File: src/rtl/bclfu_pkg.sv
// shared types and constants for the block cache lfu controller
package bclfu_pkg;

    localparam logic [1:0] OP_READ  = 2'd0;
    localparam logic [1:0] OP_WRITE = 2'd1;
    localparam logic [1:0] OP_SYNC  = 2'd2;

    localparam logic [0:0] REG_WRITE_THROUGH = 1'd0;

    // controller to datapath
    typedef struct packed {
        logic load;       // capture request
        logic lookup;     // tag compare and free search
        logic min_pass;   // victim pass: minimum use count
        logic age_pass;   // victim pass: oldest among minimum
        logic commit;     // update entry and present result
        logic sync_start; // capture dirty mask
        logic sync_emit;  // present next dirty entry
    } t_cmd;

    // datapath to controller
    typedef struct packed {
        logic is_sync;
        logic is_bad;
        logic hit;
        logic has_free;
        logic dirty_any;
        logic dirty_one;
    } t_sts;

endpackage

File: src/rtl/bclfu_ctrl.sv
// controller state machine of the block cache lfu controller
module bclfu_ctrl
    import bclfu_pkg::*;
(
    input  logic i_clk,
    input  logic i_rst_n,
    input  logic i_valid,
    input  logic i_out_stall,
    input  t_sts i_sts,
    output logic o_stall,
    output logic o_out_valid,
    output t_cmd o_cmd
);

    typedef enum logic [6:0] {
        S_IDLE   = 7'b0000001,
        S_LOOKUP = 7'b0000010,
        S_MIN    = 7'b0000100,
        S_AGE    = 7'b0001000,
        S_COMMIT = 7'b0010000,
        S_SYNC   = 7'b0100000,
        S_OUT    = 7'b1000000
    } t_state;

    t_state r_state, n_state;
    logic   r_sync_out, n_sync_out;

    wire w_out_free = !i_out_stall;

    always_comb begin
        n_state    = r_state;
        n_sync_out = r_sync_out;
        o_cmd      = '0;
        o_stall    = 1'b1;
        case (r_state)
            S_IDLE: begin
                o_stall = 1'b0;
                if (i_valid) begin
                    o_cmd.load = 1'b1;
                    n_state    = S_LOOKUP;
                end
            end
            S_LOOKUP: begin
                if (i_sts.is_bad) begin
                    n_state = S_IDLE;
                end else if (i_sts.is_sync) begin
                    o_cmd.sync_start = 1'b1;
                    n_state = S_SYNC;
                end else begin
                    o_cmd.lookup = 1'b1;
                    n_state = S_MIN;
                end
            end
            S_MIN: begin
                if (i_sts.hit || i_sts.has_free) begin
                    n_state = S_COMMIT;
                end else begin
                    o_cmd.min_pass = 1'b1;
                    n_state = S_AGE;
                end
            end
            S_AGE: begin
                o_cmd.age_pass = 1'b1;
                n_state = S_COMMIT;
            end
            S_COMMIT: begin
                o_cmd.commit = 1'b1;
                n_sync_out   = 1'b0;
                n_state      = S_OUT;
            end
            S_SYNC: begin
                if (!i_sts.dirty_any) begin
                    n_state = S_IDLE;
                end else begin
                    o_cmd.sync_emit = 1'b1;
                    n_sync_out = 1'b1;
                    n_state = S_OUT;
                end
            end
            S_OUT: begin
                if (w_out_free) begin
                    n_state = r_sync_out ? S_SYNC : S_IDLE;
                end
            end
            default: n_state = S_IDLE;
        endcase
    end

    assign o_out_valid = (r_state == S_OUT);

    always_ff @(posedge i_clk) begin
        if (!i_rst_n) begin
            r_state    <= S_IDLE;
            r_sync_out <= 1'b0;
        end else begin
            r_state    <= n_state;
            r_sync_out <= n_sync_out;
        end
    end

endmodule

File: config.mk
export PLATFORM = sky130hd
export DESIGN_NAME = bclfu_ctrl
export DESIGN_NICKNAME = d
export VERILOG_FILES = /design/src/rtl/bclfu_pkg.sv /design/src/rtl/bclfu_ctrl.sv
export SDC_FILE = /design/constraint.sdc
export NUM_CORES = 1
export LEC_CHECK = 0
export ABC_CLOCK_PERIOD_IN_PS = 1800
export CAP_MARGIN = 20
export CORE_MARGIN = 4
export CORE_UTILIZATION = 25
export CTS_BUF_LIST = sky130_fd_sc_hd__clkbuf_8
export DETAILED_ROUTE_END_ITERATION = 10
export DONT_BUFFER_PORTS = 1
export PLACE_DENSITY = 0.47
export SLEW_MARGIN = 25
export SYNTH_ARGS = -nofsm -noshare
export SYNTH_HDL_FRONTEND = slang
export SYNTH_SLANG_ARGS = --single-unit
File: constraint.sdc
create_clock -name i_clk -period 1.8 [get_ports i_clk]
set_clock_uncertainty 0.1 [all_clocks]
set_input_delay 0.27 -clock i_clk [delete_from_list [all_inputs] [get_ports i_clk]]
set_output_delay 0.27 -clock i_clk [all_outputs]
set_load 0.02 [all_outputs]
==> flow_metrics.tcl <==
set metrics [dict create \
    worst_pin_slew_ns 0.556 \
    switchingPower_w 0.000183 \
    place_inst 92 \
    synth_top_family_by_area "simple AND/OR/NAND/NOR gates" \
    fin_util 0.457 \
    crit_fanout 3 \
    ctsHtreeMaxLevel 1 \
    place_ws_ns -0.292 \
    cp-endpoint "o_cmd[5]" \
    cts.sinks 8 \
    num-fill-cells 189 \
    grt.busiest_layer "met2" \
    drv_slew 0 \
    synth_xor_area_frac 0.0178 \
    start_kind "flop" \
    hold_buffers 0 \
    multi_input_area_um2 400 \
    via_per_inst 4.89 \
    synth_compound_area_frac 0.178 \
    use_met2 0.178 \
    p_per_area_nw_per_um2 772 \
    hold_class "input port to flop" \
    initial_core_util 0.273 \
    final_cell_mix "buf_4 (16), nand2b_1 (5), buf_6 (5), dfxtp_1 (5), nor2_2 (4)" \
    dr.first_iter.drc_count 0 \
    status "finished, violations left" \
    ys_ff_latch 8 \
    cellInternalPower_w 0.000453 \
    cts_buffers 3 \
    antenna_cells 0 \
    grt_use_met1 0.116 \
    r2r_slack_ns -0.43 \
    critPathCaptureType "output port" \
    cp.arrival_ns 1.96 \
    dpl.hpwl_mm 1.04 \
    rsz0062_at_grt "yes" \
    firstDrtPassIters 1 \
    switching_share 0.287 \
    p_leak_nw 0.337 \
    grt_remaining_overflow 0 \
    die_y_um 52.4 \
    grt_max_degree 7 \
    synth_simple_gate_area_frac 0.463 \
    pwr-share-clk 0.336 \
    num_io_pins 19 \
    setup_tns_ns -4.84 \
    die_w_um 52.4 \
    synth_fa_ha_area_frac 0 \
    antenna_found_initial 0 \
    regArea_um2 166 \
    max_cap_violations 0 \
    instances_no_fill 104 \
    crit_start "r_state[2]" \
    area_growth_pct 67.4 \
    synth-seq-area-share 0.326 \
    ant_nets 0 \
    setup_viol 12 \
    path_clk_slew_ns 0.04 \
    cts-root-buf "clkbuf_8" \
    synth_area_um2 492 \
    hold_viol 0 \
    drive_gt1_frac 0.595 \
    finalCriticalPeriod_ns 2.33 \
    ys_warn_count 0 \
    place.gp.congestion 0.747 \
    rows 15 \
    synth.distinct_cells 31 \
    r2r.worst_path.cells 9 \
    grt_usage 0.105 \
    timing.final.crit_share 1.29 \
    synthMuxAreaShare 0 \
    grtUsageMet3 0.0541 \
    fin_ws_ns -0.528 \
    grt_pass1_vias 496 \
    vias 509 \
    dieArea_um2 2740 \
    syn-num-nets 65 \
    slew_headroom 0.620 \
    core_area_um2 1800 \
    cts_tree "built" \
    drc_errors 0 \
    final_net_count 91 \
    combPwrFrac 0.338 \
    wirelength_mm 1.39 \
    reg2reg_to "r_state[0]" \
    critPathRequiredTime_ns 1.43 \
    whs_path_depth 1 \
    path_class "flop to output port" \
    grt_pass1_wl_mm 2.08 \
    ir_worst_vdd_mv 0.467 \
    layout_commonest_cell "buf_4" \
    post_drt_wl_per_cell_um 13.4 \
    clock_path_buffers 2 \
    synth_area_per_cell_um2 8.94 \
    io_buffers 0 \
    violations "negative setup slack" \
    worstReg2RegStart "r_state[2]" \
    clock_latency_ns 0.23 \
    fmax_ghz 0.430 \
    seqPwrFrac 0.326 \
    synthCells 55 \
]
==> registers in the layout (all words and copies together) (netlist names) <==
signal	count
r_state	7
r_sync_out	1
==> worst max-delay path: stages, from the launching register on <==
cell and delay [ns]:
dfxtp_2 0.31, or4_4 0.53, or4b_4 0.53, nor3_2 0.19, buf_4 0.17
==> cells in the mapped netlist <==
| cell type | n | area [um2] |
|---|---|---|
| and3_1 | 2 | 12.5 |
| o22ai_1 | 1 | 6.26 |
| dfxtp_1 | 8 | 160 |
| inv_1 | 2 | 7.51 |
| nor3_2 | 1 | 10.0 |
| and4b_1 | 1 | 10.0 |
| or4_4 | 1 | 11.3 |
| o21bai_1 | 1 | 7.51 |
| nor2_1 | 7 | 26.3 |
| and3b_1 | 1 | 8.76 |
| a211o_1 | 1 | 8.76 |
| or4b_4 | 1 | 13.8 |
| nand2_1 | 2 | 7.51 |
| a21o_1 | 1 | 7.51 |
| nor3b_4 | 1 | 18.8 |
| xor2_1 | 1 | 8.76 |
| a21oi_1 | 1 | 5.00 |
| a2111oi_0 | 1 | 8.76 |
| nor4_1 | 1 | 6.26 |
| and2_1 | 1 | 6.26 |
| a21oi_2 | 1 | 8.76 |
| and4_1 | 1 | 8.76 |
| nand2b_1 | 5 | 31.3 |
| nor3b_1 | 1 | 7.51 |
| o21ai_1 | 2 | 10.0 |
| or3_1 | 2 | 12.5 |
| a2bb2oi_1 | 2 | 17.5 |
| nand3b_1 | 2 | 15.0 |
| a211oi_1 | 1 | 7.51 |
| nor4b_2 | 1 | 15.0 |
| nor2_2 | 1 | 6.26 |
==> repair_timing <==
item | in CTS | in global routing
buffers inserted | 5 | 4
setup endpoints to repair | 13 | 15
cloned | 0 | 0
pin swaps | 6 | 7
gates resized for setup | 7 | 15
==> cell type report <==
cell class | count | share of cell area
inverter | 2 | 0.00912
multi-input combinational | 45 | 0.486
clock buffer | 3 | 0.0502
sequential | 8 | 0.202
timing repair buffer | 21 | 0.214
tap | 25 | 0.0380
==> per-stage QoR <==
step	instance area (um2)	hold slack, ns	total power, W
floorplan	509	0.292	0.000303
global placement	631	0.292	0.000342
detailed placement	631	0.300	0.000340
CTS	737	0.0638	0.000615
global route	823	0.0733	0.000676
finish	823	0.0725	0.000636
==> kinds of logic (layout without fill, tap and decap cells) <==
| kind of cell | after synthesis | in the layout |
|---|---|---|
| buffers and inverters | 2 | 26 |
| and+or+nand+nor | 32 | 32 |
| DFF | 8 | 8 |
| AOI/OAI and AO/OA | 12 | 12 |
| xor gates and xnor gates | 1 | 1 |
==> power by group through the flow <==
stage | logic (W) | clock network, W | registers (W)
after detailed placement | 0.000134 | 0 | 0.000207
final | 0.000215 | 0.000214 | 0.000207
after floorplan | 0.0000986 | 0 | 0.000205
after global routing | 0.000233 | 0.000233 | 0.000210
after global placement | 0.000134 | 0 | 0.000207
after CTS | 0.000185 | 0.000226 | 0.000205
==> how the worst min path moves through the flow <==
stage | startpoint | to | slack (ns)
floorplan | i_rst_n | r_state[1] | 0.29
global placement | i_rst_n | r_state[1] | 0.29
detailed placement | i_rst_n | r_state[1] | 0.30
CTS | i_rst_n | r_state[1] | 0.06
global route | i_rst_n | r_state[1] | 0.07
finish | i_rst_n | r_state[1] | 0.07
==> per-layer routing <==
metal / vias up / share of wire
met5: - / 0
met4: 0 / 0.014
met3: 4 / 0.075
met2: 14 / 0.48
met1: 235 / 0.43
li1: 256 / -
No activity file was read; power rests on OpenSTA's default activity.
